`config.mk`:
```
export PLATFORM = sky130hd
export DESIGN_NAME = cfsf_add_tree
export DESIGN_NICKNAME = d
export VERILOG_FILES = /design/src/sv/cfsf_pkg.sv /design/src/sv/cfsf_add_tree.sv
export SDC_FILE = /design/constraint.sdc
export NUM_CORES = 1
export LEC_CHECK = 0
export BUFFER_PORTS_ARGS = -buffer_cell sky130_fd_sc_hd__buf_2
export CORE_UTILIZATION = 64
export CTS_BUF_LIST = sky130_fd_sc_hd__clkbuf_16
export CTS_CLUSTER_DIAMETER = 150
export DETAILED_ROUTE_END_ITERATION = 10
export PLACE_DENSITY_LB_ADDON = 0.05
export REMOVE_ABC_BUFFERS = 1
export SYNTH_ARGS = -nofsm -noshare
export SYNTH_HDL_FRONTEND = slang
export SYNTH_SLANG_ARGS = --single-unit
```
`constraint.sdc`:
```
create_clock -name clk_i -period 9 [get_ports clk_i]
set_input_delay 2.25 -clock clk_i [delete_from_list [all_inputs] [get_ports clk_i]]
set_output_delay 2.25 -clock clk_i [all_outputs]
set_load 0.05 [all_outputs]
```
`src/sv/cfsf_pkg.sv`:
```
// shared types, constants and register codes for the complex symmetric fir
// depends on nothing; imported by every module of the block
`default_nettype none

package cfsf_pkg;

  localparam int SAMPLE_W        = 16;
  localparam int COEF_W          = 16;
  localparam int CFG_DATA_W      = 64;
  localparam int CFG_IDX_W       = 2;
  localparam int SHIFT_W         = 5;
  localparam int COEF_PER_WORD   = 4;
  localparam int NUM_COEF_WORDS  = 3;
  localparam int NUM_LANES       = 2;
  localparam int LANE_RE         = 0;
  localparam int LANE_IM         = 1;
  localparam int HALF_TAPS_DEF   = 12;
  localparam int SAMPLE_BITS_DEF = 16;

  localparam logic [SHIFT_W-1:0] SHIFT_RESET = SHIFT_W'(9);

  typedef enum logic [CFG_IDX_W-1:0] {
    REG_COEF_0 = 2'd0,
    REG_COEF_1 = 2'd1,
    REG_COEF_2 = 2'd2,
    REG_SHIFT  = 2'd3
  } cfg_reg_e;

  typedef struct packed {
    logic signed [SAMPLE_W-1:0] sample_re;
    logic signed [SAMPLE_W-1:0] sample_im;
  } cfsf_in_t;

  typedef struct packed {
    logic signed [SAMPLE_W-1:0] out_re;
    logic signed [SAMPLE_W-1:0] out_im;
  } cfsf_out_t;

endpackage

`default_nettype wire

```
`src/sv/cfsf_add_tree.sv`:
```
// registered binary adder tree, one register level per tree level
// uses cfsf_pkg for house conventions only
`default_nettype none

module cfsf_add_tree import cfsf_pkg::*; #(
  parameter int N      = HALF_TAPS_DEF,
  parameter int W_IN   = SAMPLE_BITS_DEF + COEF_W + 1,
  parameter int LEVELS = $clog2(HALF_TAPS_DEF),
  parameter int W_OUT  = SAMPLE_BITS_DEF + COEF_W + 1 + $clog2(HALF_TAPS_DEF)
) (
  input  wire logic                    clk_i,
  input  wire logic                    en_i,
  input  wire logic signed [W_IN-1:0]  in_i [N],
  output logic signed [W_OUT-1:0]      sum_o
);

  localparam int PAD = 1 << LEVELS;

  logic signed [W_OUT-1:0] leaf [PAD];
  logic signed [W_OUT-1:0] node_q [1:PAD-1];

  // unused leaves of the padded tree read as zero
  always_comb begin
    for (int i = 0; i < PAD; i++) begin
      leaf[i] = (i < N) ? W_OUT'(in_i[i]) : '0;
    end
  end

  // heap order: node k sums nodes 2k and 2k+1
  for (genvar k = 1; k < PAD; k++) begin : g_node
    if (k >= PAD / 2) begin : g_bottom
      always_ff @(posedge clk_i) begin
        if (en_i) begin
          node_q[k] <= leaf[2*k-PAD] + leaf[2*k-PAD+1];
        end
      end
    end else begin : g_inner
      always_ff @(posedge clk_i) begin
        if (en_i) begin
          node_q[k] <= node_q[2*k] + node_q[2*k+1];
        end
      end
    end
  end

  assign sum_o = node_q[1];

endmodule

`default_nettype wire

```
After elaboration in Yosys (flattened, before gate mapping)
Memories as Yosys holds them, arrays and structs flattened.
Index checks and enable logic that the tools add are counted.
{"block": "op_classes", "addsub": 13, "multipliers": 0, "div": 0, "magnitude_cmp": 0, "eq_ne": 0, "n_shift": 0, "muxes": 2, "bitwise_logic": 0, "n_reduce_logical": 0}
{"op": "37-bit adder", "count": 7}
{"op": "33-bit by 33-bit adder with 34-bit output", "count": 6}
{"op": "1-bit 2-to-1 mux", "count": 2}
{"block": "totals", "regBits": 0, "latch_bits": 0, "ram_bits": 555, "rom_bits": 0, "in_bits": 398, "out_inout_bits": 37, "wordCells": 16, "mem_count": 1}
{"name": "node_q", "words": 15, "width": 37, "read_ports": 15, "rd_clocked_by_memory_dff": 0, "write_ports": 15, "line_no": "cfsf_add_tree.sv:20", "source": "logic signed [W_OUT-1:0] node_q [1:PAD-1];"}

Longest topological paths before layout
{"block": "logic_depth", "depth_word": 2, "ltp_mapped": 12, "mapped_depth_nobuf": 12}

Worst setup path before layout
Ideal clock, no wire load.
{"block": "synth_path", "path_kind": "input -> register", "startpoint": "input port in_i[132] (netlist bit)", "endpoint": "register, netlist name node_q[0][437]", "setup_time_ns": 0.195, "arrival_ns": 4.611, "required_ns": 8.805, "path_slack_ns": 4.194, "cell_stages": 12, "path_buffers": 0, "path_cell_list": "ha_1 inv_1 fa_1 nor2b_1 o21ai_0 a21oi_1 o31ai_1 a31oi_1 a211oi_1 o31ai_2 a31oi_1 o311ai_0"}
{"element": "start: declaration", "line_no": "cfsf_add_tree.sv:13", "source": "input wire logic signed [W_IN-1:0] in_i [N],"}

==> flow_summary.yaml <==
cts:
  root_buffer: "clkbuf_16"
  cts_sinks: 426
  numCtsBuffers: 46
  cts_tree: "done"
  cts-hold-fix-buffers: 0
  clk-insertion-delay-late_ns: 0.62
  cts_buffer_depth: 3
  htreeDepth: 2
  cts_resized: 0
  path_clk_slew_ns: 0.06
  post_cts_buffers: 0
timing:
  tightest_slew_ns: 1.24
  clock_skew_ns: 0.0471
  setup_viol: 0
  drv_slew: 0
  fin_crit_ns: 5.13
  setup_slack_ns: 3.87
  finalHoldViolCount: 0
  relSlewSlack: 0.166
  grt_setup_unrepaired: "no"
  tns_ns: 0
  finalCritPeriodShare: 0.570
  fmax_ghz: 0.195
status:
  status: "complete, no violations"
cells_and_area:
  reg_top3: "node_q (426)"
  largest_reg_flops: 426
  num-nets-final: 4411
  fillCellCount: 3504
  largest_register: "node_q"
  fin_cells: 4337
  drive_above_1_share: 0.150
  area_delta_synth_final_pct: 12.4
  final_core_util: 0.728
global_routing:
  grt_max_degree: 184
  grt_use_total: 0.353
  overflow: 0
  grt_pass1_wl_mm: 142
  grt_pass1_vias: 26700
  antenna_found_initial: 2
synth:
  synth_area_um2: 32500
  ys.flop_type: "edfxtp_1"
  ys_seq_elements: 426
  synth.avg_cell_area_um2: 10.0
  ys_warn_count: 0
  ys_types: 73
  synth_enable_flop_cells: 426
  ys_async_sr_fraction: 0
  netlist_instances: 3247
  ys_seq_area_frac: 0.394
pwr:
  power_uw: 10300
  total_leakage_power_uw: 0.0160
  p_per_area_nw_per_um2: 282
  peakVddDrop_mv: 0.174
setup_path:
  required_ns: 9.34
  slowest_delay_ns: 0.60
  cp_common_cell: "a31oi_1"
  path_class: "in2reg"
  worst_ep_arrival_time_ns: 5.47
  slowest_stage: "o31ai_2"
  critPathCaptureType: "register"
  path_max_fanout: 6
  worst_setup_path_start_kind: "primary input"
  path_cells: "buf_2 > ha_1 > inv_1 > fa_1 > nor2b_1 > o21ai_0 > a21oi_1 > o31ai_1 > a31oi_1 > a211oi_1 > o31ai_2 > a31oi_1 > o311ai_0"
drt:
  dr.pass1.iters: 6
  dr.first_iter.drc_count: 2852
  antenna_left: 0
  drt_wl_total_mm: 93.5
  drc: 0
  vias: 27900
  detail_route.wl_per_cell_um: 21.6
  via_per_inst: 6.44
floorplanning:
  die_h_um: 227
  initial_core_util: 0.648
  row_count: 82
  die_w_um: 227
  dieArea_um2: 51700
  core_um2: 50200
  io_pins: 435
placement:
  port_buffers: 434
  gp_congestion: 0.967
  dp.cells: 4254
  dp_hpwl_mm: 73.6
  place_ws_ns: 3.35
min_path:
  hold_class: "reg2reg"
flow_run:
  cap_violations: 0
==> cell usage after synthesis (all sizes together), types with 25 or more instances <==
master / n / area share
nor3: 49 / 0.0075
nor2: 226 / 0.026
o21ai: 188 / 0.029
o31ai: 27 / 0.0067
and2: 31 / 0.0060
ha: 372 / 0.14
a21oi: 323 / 0.050
a211oi: 25 / 0.0058
and3: 33 / 0.0065
xnor2: 203 / 0.055
edfxtp: 426 / 0.39
inv: 110 / 0.013
nand3: 54 / 0.0083
nand2b: 31 / 0.0060
a31oi: 54 / 0.010
nand4: 50 / 0.0096
clkbuf: 64 / 0.0074
nor2b: 53 / 0.010
o21a: 30 / 0.0069
a21o: 217 / 0.050
o21bai: 52 / 0.012
xor2: 113 / 0.030
buf: 39 / 0.0090
nand2: 210 / 0.024
==> cells by family after synthesis <==
kind of cell / after synthesis / synth area share
compound gates: 1091 / 0.219
xor+xnor: 316 / 0.0851
fa+ha+maj: 383 / 0.150
buf+inv: 213 / 0.0291
flops: 426 / 0.394
mux: 2 / 0.000693
simple gates: 816 / 0.122
==> worst max-delay path, delay by kind of cell <==
| kind | cells | cell delay [ns] |
|---|---|---|
| fa+ha+maj | 2 | 0.56 |
| buf+inv | 2 | 0.14 |
| simple gates | 1 | 0.12 |
| compound gates | 8 | 2.41 |
==> per-layer routing <==
layer / global-route usage / part of all wire / vias up
li1: - / - / 13100
met1: 0.462 / 0.41 / 13100
met2: 0.590 / 0.47 / 1453
met3: 0.0538 / 0.081 / 265
met4: 0.138 / 0.039 / 0
met5: 0 / 0 / -
==> metrics by stage <==
| step | hold slack [ns] | instance area, um2 |
|---|---|---|
| floorplan | 0.400 | 32000 |
| global placement | 0.402 | 35000 |
| detailed placement | 0.405 | 35000 |
| CTS | 0.418 | 36500 |
| global route | 0.429 | 36500 |
| finish | 0.416 | 36500 |
==> cells in the final DEF (no fill, tap or decap), drive strengths merged, types with 13 or more instances in the layout <==
master,n
and2,31
o21bai,52
edfxtp,426
o21a,30
nand4,50
xor2,113
nand2,210
and3,33
inv,122
o211ai,21
clkinv,16
a31oi,54
xnor2,203
a211oi,25
or3,23
o31ai,27
nor2,226
a21oi,323
clkbuf,46
nand2b,31
a311oi,13
nor2b,53
o2111ai,13
nor3,49
buf,438
o21ai,188
ha,372
a31o,18
a21o,217
nand3,54
==> worst paths after layout <==
path             startpoint             end  slack (ns)  depth (start not counted)
max               in_i[198]  node_q[0][400]        3.87                         13
min          node_q[0][243]  node_q[0][132]        0.42                          0
max reg2reg  node_q[0][154]  node_q[0][109]        4.71                         10
min reg2reg  node_q[0][243]  node_q[0][132]        0.42                          0
==> report_power, final <==
group          internal (uW)  total, uW  switching (uW)
clock                   1090       1910             824
combinational           1910       5060            3150
sequential              3070       3340             269
total                   6060      10300            4240
==> cell type report <==
class                           instances  area, um2  share of cell area
Antenna cell                            1       2.50           0.0000685
Clock buffer                           46       1150              0.0315
Clock inverter                         36        353             0.00965
Inverter                              110        413              0.0113
Multi-Input combinational cell       2608      18800               0.514
Sequential cell                       426      12800               0.350
Tap cell                              672        841              0.0230
Timing Repair Buffer                  438       2220              0.0609
No activity file was read; power rests on OpenSTA's default activity.
