**src/sv/cfsf_pkg.sv**
```systemverilog
// shared types, constants and register codes for the complex symmetric fir
// depends on nothing; imported by every module of the block
`default_nettype none

package cfsf_pkg;

  localparam int SAMPLE_W        = 16;
  localparam int COEF_W          = 16;
  localparam int CFG_DATA_W      = 64;
  localparam int CFG_IDX_W       = 2;
  localparam int SHIFT_W         = 5;
  localparam int COEF_PER_WORD   = 4;
  localparam int NUM_COEF_WORDS  = 3;
  localparam int NUM_LANES       = 2;
  localparam int LANE_RE         = 0;
  localparam int LANE_IM         = 1;
  localparam int HALF_TAPS_DEF   = 12;
  localparam int SAMPLE_BITS_DEF = 16;

  localparam logic [SHIFT_W-1:0] SHIFT_RESET = SHIFT_W'(9);

  typedef enum logic [CFG_IDX_W-1:0] {
    REG_COEF_0 = 2'd0,
    REG_COEF_1 = 2'd1,
    REG_COEF_2 = 2'd2,
    REG_SHIFT  = 2'd3
  } cfg_reg_e;

  typedef struct packed {
    logic signed [SAMPLE_W-1:0] sample_re;
    logic signed [SAMPLE_W-1:0] sample_im;
  } cfsf_in_t;

  typedef struct packed {
    logic signed [SAMPLE_W-1:0] out_re;
    logic signed [SAMPLE_W-1:0] out_im;
  } cfsf_out_t;

endpackage

`default_nettype wire

```
**src/sv/cfsf_tap_cell.sv**
```systemverilog
// one tap-pair cell: holds delay entries j and 2*half-1-j for both lanes,
// pre-adds them and multiplies by the cell's coefficient; uses cfsf_pkg
`default_nettype none

module cfsf_tap_cell import cfsf_pkg::*; #(
  parameter int SB = SAMPLE_BITS_DEF
) (
  input  wire logic                     clk_i,
  input  wire logic                     rst_ni,
  input  wire logic                     en_i,
  input  wire logic                     shift_i,
  input  wire logic signed [SB-1:0]     fwd_i [NUM_LANES],
  input  wire logic signed [SB-1:0]     bak_i [NUM_LANES],
  input  wire logic signed [COEF_W-1:0] coef_i,
  output logic signed [SB-1:0]          fwd_o [NUM_LANES],
  output logic signed [SB-1:0]          bak_o [NUM_LANES],
  output logic signed [SB+COEF_W:0]     prod_o [NUM_LANES]
);

  localparam int PRE_W  = SB + 1;
  localparam int PROD_W = SB + COEF_W + 1;

  for (genvar l = 0; l < NUM_LANES; l++) begin : g_lane
    logic signed [SB-1:0]     fwd_q, fwd_d, bak_q, bak_d;
    logic signed [PRE_W-1:0]  pre_q, pre_d;
    logic signed [PROD_W-1:0] prod_q, prod_d;

    // delay entries move to the neighbor only when a request is taken
    assign fwd_d  = shift_i ? fwd_i[l] : fwd_q;
    assign bak_d  = shift_i ? bak_i[l] : bak_q;
    assign pre_d  = PRE_W'(fwd_d) + PRE_W'(bak_d);
    assign prod_d = PROD_W'(pre_q) * PROD_W'(coef_i);

    always_ff @(posedge clk_i or negedge rst_ni) begin
      if (!rst_ni) begin
        fwd_q <= '0;
        bak_q <= '0;
      end else begin
        fwd_q <= fwd_d;
        bak_q <= bak_d;
      end
    end

    always_ff @(posedge clk_i) begin
      if (en_i) begin
        pre_q  <= pre_d;
        prod_q <= prod_d;
      end
    end

    assign fwd_o[l]  = fwd_q;
    assign bak_o[l]  = bak_q;
    assign prod_o[l] = prod_q;
  end

endmodule

`default_nettype wire

```
**config.mk**
```make
export PLATFORM = sky130hd
export DESIGN_NAME = cfsf_tap_cell
export DESIGN_NICKNAME = d
export VERILOG_FILES = /design/src/sv/cfsf_pkg.sv /design/src/sv/cfsf_tap_cell.sv
export SDC_FILE = /design/constraint.sdc
export NUM_CORES = 2
export LEC_CHECK = 0
export BUFFER_PORTS_ARGS = -buffer_cell sky130_fd_sc_hd__buf_2
export CORE_UTILIZATION = 35
export DETAILED_ROUTE_END_ITERATION = 10
export HOLD_SLACK_MARGIN = 0.06
export PLACE_DENSITY = 0.49
export SYNTH_ARGS = -nofsm -noshare
export SYNTH_HDL_FRONTEND = slang
export SYNTH_SLANG_ARGS = --single-unit
```
**constraint.sdc**
```tcl
create_clock -name clk_i -period 8.4 [get_ports clk_i]
set_input_delay 0.42 -clock clk_i [delete_from_list [all_inputs] [get_ports clk_i]]
set_output_delay 0.42 -clock clk_i [all_outputs]
set_load 0.01 [all_outputs]
```
=== After elaboration in Yosys (flattened, before gate mapping) ===
Index checks and enable logic that the tools add are counted.

* Word-level logic and storage cells: 16
* Output and inout port bits: 130
* Flip-flop bits (word level): 164
* Bits of input ports: 84

* Multiplexer cells: 4
* Add/sub/neg operators: 2
* $mul: 2

{| class="wikitable"
|+ Operator list
! cell !! number
|-
| $mul 17x16->33 || 2
|-
| $mux 16 || 4
|-
| $add 16x16->17 || 2
|}

=== Logic depth before layout (Yosys ltp) ===
* Word-level depth: 2
* Depth in mapped cells: 24
* Depth with buffers taken out: 21

=== Worst setup path before layout ===
No wires, ideal clock.

* Path type: input to register
* Start point: in coef_i[7]
* End point: reg g_lane[1].prod_q[28], data pin
* Buffers on the path: 2
* Arrival time: 6077 ps
* Path slack: 2188 ps
* Library setup time: 135 ps
* Data required time: 8265 ps
* Stages: 23
* Cell sequence: clkbuf_1 -> clkbuf_1 -> nand2_1 -> fa_1 -> inv_1 -> fa_1 -> inv_1 -> fa_1 -> inv_1 -> fa_1 -> fa_1 -> inv_1 -> fa_1 -> inv_1 -> ha_1 -> and4_1 -> nor4b_1 -> a211o_1 -> o211ai_2 -> a21oi_1 -> or3_1 -> a211o_1 -> nand3_1

* Word-level cells in the longest chain between the ends: 1

{| class="wikitable"
|+ Ends and longest elaborated chain
! item !! line !! text
|-
| start, declared || cfsf_tap_cell.sv:14 || <nowiki>input wire logic signed [COEF_W-1:0] coef_i,</nowiki>
|-
| $mul 17x16->33 || cfsf_tap_cell.sv:32 || <nowiki>assign prod_d = PROD_W'(pre_q) * PROD_W'(coef_i);</nowiki>
|-
| named net g_lane[1].prod_d[28] || cfsf_tap_cell.sv:26 || <nowiki>logic signed [PROD_W-1:0] prod_q, prod_d;</nowiki>
|-
| end signal, assigned || cfsf_tap_cell.sv:47 || <nowiki>prod_q <= prod_d;</nowiki>
|-
| end, declared || cfsf_tap_cell.sv:26 ||
|}

The timed path passes the listed nets, and every way through them passes these cells.
A chain may end at the register's enable or synchronous reset.

=== Final worst setup path ===
* Start point: in coef_i[15]
* End point: reg g_lane[0].prod_q[29], data pin

* Word-level cells in the longest chain between the ends: 1

{| class="wikitable"
|+ Ends and longest elaborated chain
! item !! line
|-
| $mul 17x16->33 || cfsf_tap_cell.sv:32
|-
| named net g_lane[0].prod_d[29] || cfsf_tap_cell.sv:26
|-
| end signal, assigned || cfsf_tap_cell.sv:47
|-
| end, declared || cfsf_tap_cell.sv:26
|}

The timed path passes the listed nets, and every way through them passes these cells.

==> results.txt <==
The run finished with clean final reports. Once the clock tree was built, the setup fixing pass inserted 0 buffers. The mux cell area share after synthesis came out at 0.02681. The floorplan step defined a die boundary enclosing 79,540 um2. The logs give 0.3543 for the initial standard-cell utilization of the core and 3,703 for the final layout net count. By area, the combinational part of the netlist is dominated by adder cells. Hold-fix buffer count after cts: 0. Counting along the longest clock path gives a buffer depth of 2. Yosys printed 0 warnings.

Data on the critical path is required at its endpoint by 8670 ps. The transition time at the pin with the least slew margin works out to 1029 ps. Post-CTS repair changed the size of 0 cells. Ranked by instance count, the synthesized netlist is headed by sky130_fd_sc_hd__inv_1, sky130_fd_sc_hd__fa_1, sky130_fd_sc_hd__nand2_1. The synthesized design contains 164 register bits.

In the final routing, the length of wire on met1 measures 28,040 um. The most common cell in the synthesized netlist is sky130_fd_sc_hd__inv_1. The first global-routing pass estimated 111,200 um of wire. The xor-xnor portion of the synthesized cell area was 0.02744. After layout, the minimum clock period comes to 6716 ps. After synthesis, the cell types taking the most area are sky130_fd_sc_hd__fa_1, sky130_fd_sc_hd__edfxtp_1, sky130_fd_sc_hd__ha_1, sky130_fd_sc_hd__inv_1, sky130_fd_sc_hd__and2_1. The type of the most critical hold path is in2async. The sum of overflow across all layers after global routing was 0. The detailed-routing iteration count for the pre-antenna-repair pass is 4.

The count of buffers added on input and output ports is 213. The run gives 0 as the final count of hold timing violations. For this design, the sink count on the clock tree is 164. Once detailed placement completed, the half-perimeter wirelength came to 54,350 um.

Data on the critical path arrives at its endpoint at 6980 ps. From left edge to right edge, the die measures 282.0 um. Summed over all failing endpoints, the final setup total negative slack is 0 ps. Clock-pin slew was measured on the worst setup and hold paths at 90 ps. The run gives 0.1678 as the post-synthesis sequential area ratio. Summed over all layers, the routed wires come to 67,390 um.

Dividing the synthesized area by the synthesized cell count gives 10.11 um2. TritonCTS built the clock tree. For the worst-skew pair, the clock arrives at the later sink with an insertion delay of 500 ps.

After detailed routing, the number of remaining DRC violations is 0. The area of the mapped netlist is 27,450 um2, and the area share of the largest cell type after synthesis is 0.4041. Entering global routing, the biggest net connects 72 pins. At the end of routability-driven placement, the weighted congestion stood at 0.8243.

The tools report the relative slew slack as 0.3141. The number of placement rows came out at 102. The share of post-route cells with drive strength above 1 was 0.1143. Of all nets on the critical path, the largest fanout is 15. The clock root buffer was sky130_fd_sc_hd__clkbuf_16. The adder and majority cell fraction of the synthesized area was 0.4953; the layout-stage area growth over the synthesis result was 9.756%. The total clock buffers created by CTS was 17; the die outline height was 282.0 um.

Wire length on met2: 36,220 um. The combined global-route utilization of all metal layers is 0.1812, and the fraction of the mapped netlist area in simple logic gates is 0.1323. Dividing the detail-routed via count by the number of cells gives 4.781. STA classifies the critical path endpoint as a flip-flop. Summed over all instances, the cell type with the most area after synthesis is sky130_fd_sc_hd__fa_1. The sum of met3 wire segment lengths after detailed routing was 1774 um; the first-iteration detailed-routing DRC count was 717.

The number of H-tree levels was 4; the via count of the first global-routing pass was 20.82k. The worst setup path is launched from a primary input. In the final routed layout, each cell accounts on average for 17.20 um. The logs give 214 for the total I/O pin count and 0 for the final count of pins violating max slew. For the number of antenna violations at the first check in global routing, the log shows 2. Derived from the worst setup path, the maximum achievable clock frequency is 148.9 MHz. Counting distinct cell types in the post-synthesis netlist gives 70.

The post-synthesis compound-gate area fraction was 0.05270. The primary flip-flop cell chosen by synthesis mapping was sky130_fd_sc_hd__edfxtp_1. Clock skew on the completed layout was measured at 26.79 ps. The critical path class was in2reg.

The finished cells cover 30,120 um2. The number of nets handed over by synthesis was 3,552. The top metal layer carrying routed signals is met5. The synthesized design contains 100 enable-type register cells. The core box area was 77,470 um2. The placed instances occupy a cell area of 29,530 um2. The post-synthesis instance total is 2,714, and the post-placement cell count is 3,886. The detail route stage leaves a number of antenna-violating nets equal to 0.

The count of placed standard cells in the final layout, fillers left out was 3,918. Detailed routing inserted a total of 18.73k vias. Setup repair after global routing left no endpoint under its margin. The share of flip-flops with an asynchronous set or reset was 0.3902; the number of diodes was 0. The share of the clock period used by the worst path after layout is 0.7995, and the number of failing setup endpoints in the final timing report is 0.

The number of maximum-capacitance constraint violations came out at 0.
[registers in the layout (all words and copies together) (netlist names)]
register / flops
g_lane.bak_q: 32
g_lane.pre_q: 34
g_lane.fwd_q: 32
g_lane.prod_q: 66
[worst max-delay path, cell delays in order]
cell	delay, ps
sky130_fd_sc_hd__buf_2	300
sky130_fd_sc_hd__clkinv_1	540
sky130_fd_sc_hd__buf_4	410
sky130_fd_sc_hd__nor2_1	130
sky130_fd_sc_hd__fa_1	470
sky130_fd_sc_hd__fa_1	520
sky130_fd_sc_hd__fa_1	440
sky130_fd_sc_hd__fa_1	460
sky130_fd_sc_hd__fa_1	490
sky130_fd_sc_hd__inv_1	50
sky130_fd_sc_hd__fa_1	470
sky130_fd_sc_hd__inv_1	40
sky130_fd_sc_hd__ha_1	360
sky130_fd_sc_hd__a211oi_1	290
sky130_fd_sc_hd__o211ai_1	130
sky130_fd_sc_hd__a32oi_1	370
sky130_fd_sc_hd__nor2b_1	230
sky130_fd_sc_hd__a311o_1	460
sky130_fd_sc_hd__o311ai_1	350
[layout by cell type, fill, tap and decap left out, types with 8 or more instances in the layout]
cell type / instances
sky130_fd_sc_hd__fa_1: 554
sky130_fd_sc_hd__dfrtp_1: 64
sky130_fd_sc_hd__nor3_1: 23
sky130_fd_sc_hd__xor2_1: 17
sky130_fd_sc_hd__a21o_1: 21
sky130_fd_sc_hd__a31oi_1: 9
sky130_fd_sc_hd__nand2_1: 286
sky130_fd_sc_hd__ha_1: 200
sky130_fd_sc_hd__nand3_1: 13
sky130_fd_sc_hd__a21oi_1: 52
sky130_fd_sc_hd__clkbuf_16: 17
sky130_fd_sc_hd__or3_1: 11
sky130_fd_sc_hd__a211oi_1: 9
sky130_fd_sc_hd__nand2b_1: 19
sky130_fd_sc_hd__o21bai_1: 13
sky130_fd_sc_hd__nor2_1: 66
sky130_fd_sc_hd__o21ai_1: 12
sky130_fd_sc_hd__xnor2_1: 69
sky130_fd_sc_hd__and2_1: 261
sky130_fd_sc_hd__edfxtp_1: 100
sky130_fd_sc_hd__nor2b_1: 13
sky130_fd_sc_hd__o21a_1: 17
sky130_fd_sc_hd__buf_4: 11
sky130_fd_sc_hd__and3_1: 8
sky130_fd_sc_hd__inv_1: 618
sky130_fd_sc_hd__buf_2: 212
sky130_fd_sc_hd__mux2_2: 60
sky130_fd_sc_hd__o21ai_0: 27
[final cells by class]
type | instances | area [um2]
tap | 1040 | 1301
clock inverter | 14 | 151.4
clock buffer | 18 | 439.2
sequential | 164 | 4604
multi-input combinational | 1840 | 20160
timing repair buffer | 223 | 1144
inverter | 619 | 2323
fill | 7778 | 47340
[kinds of logic after synthesis]
| family | count (synthesis) |
|---|---|
| DFF | 164 |
| AOI/OAI and AO/OA | 210 |
| xor gates and xnor gates | 86 |
| and+or+nand+nor | 724 |
| adders and majority gates | 754 |
| buffers and inverters | 710 |
| muxes | 66 |
[metrics by stage]
stage	util	worst slack (ps)	hold slack [ps]
4_1_cts	0.3889	1692	88.45
6_report	0.3889	1684	94.66
5_1_grt	0.3889	1317	144.1
3_5_place_dp	0.3812	1243	518.3
2_1_floorplan	-	2188	124.4
3_3_place_gp	0.3812	1332	517.0
[final timing paths]
check                                     from                    to  slack (ps)  cells past startpoint
min in group clk_i                   fwd_i[29]   g_lane[0].fwd_q[13]         180                      2
setup / recovery                    coef_i[15]  g_lane[0].prod_q[29]        1680                     19
setup reg to reg           g_lane[0].pre_q[10]  g_lane[0].prod_q[29]        1700                     18
hold reg to reg             g_lane[1].bak_q[0]    g_lane[1].bak_q[0]         530                      1
hold / removal                          rst_ni   g_lane[0].fwd_q[14]          90                      2
max in group asynchronous               rst_ni    g_lane[1].bak_q[0]        7710                      2
[metal layers]
metal | track usage | up-vias
li1 | - | 8547
met1 | 0.2240 | 9845
met2 | 0.3335 | 285
met3 | 0.01974 | 54
met4 | 0.04668 | 2
met5 | 0 | -
Power is left out: the tool's default activity adds up to more than one toggle a clock period on the data nets, which glitch-free logic cannot reach.
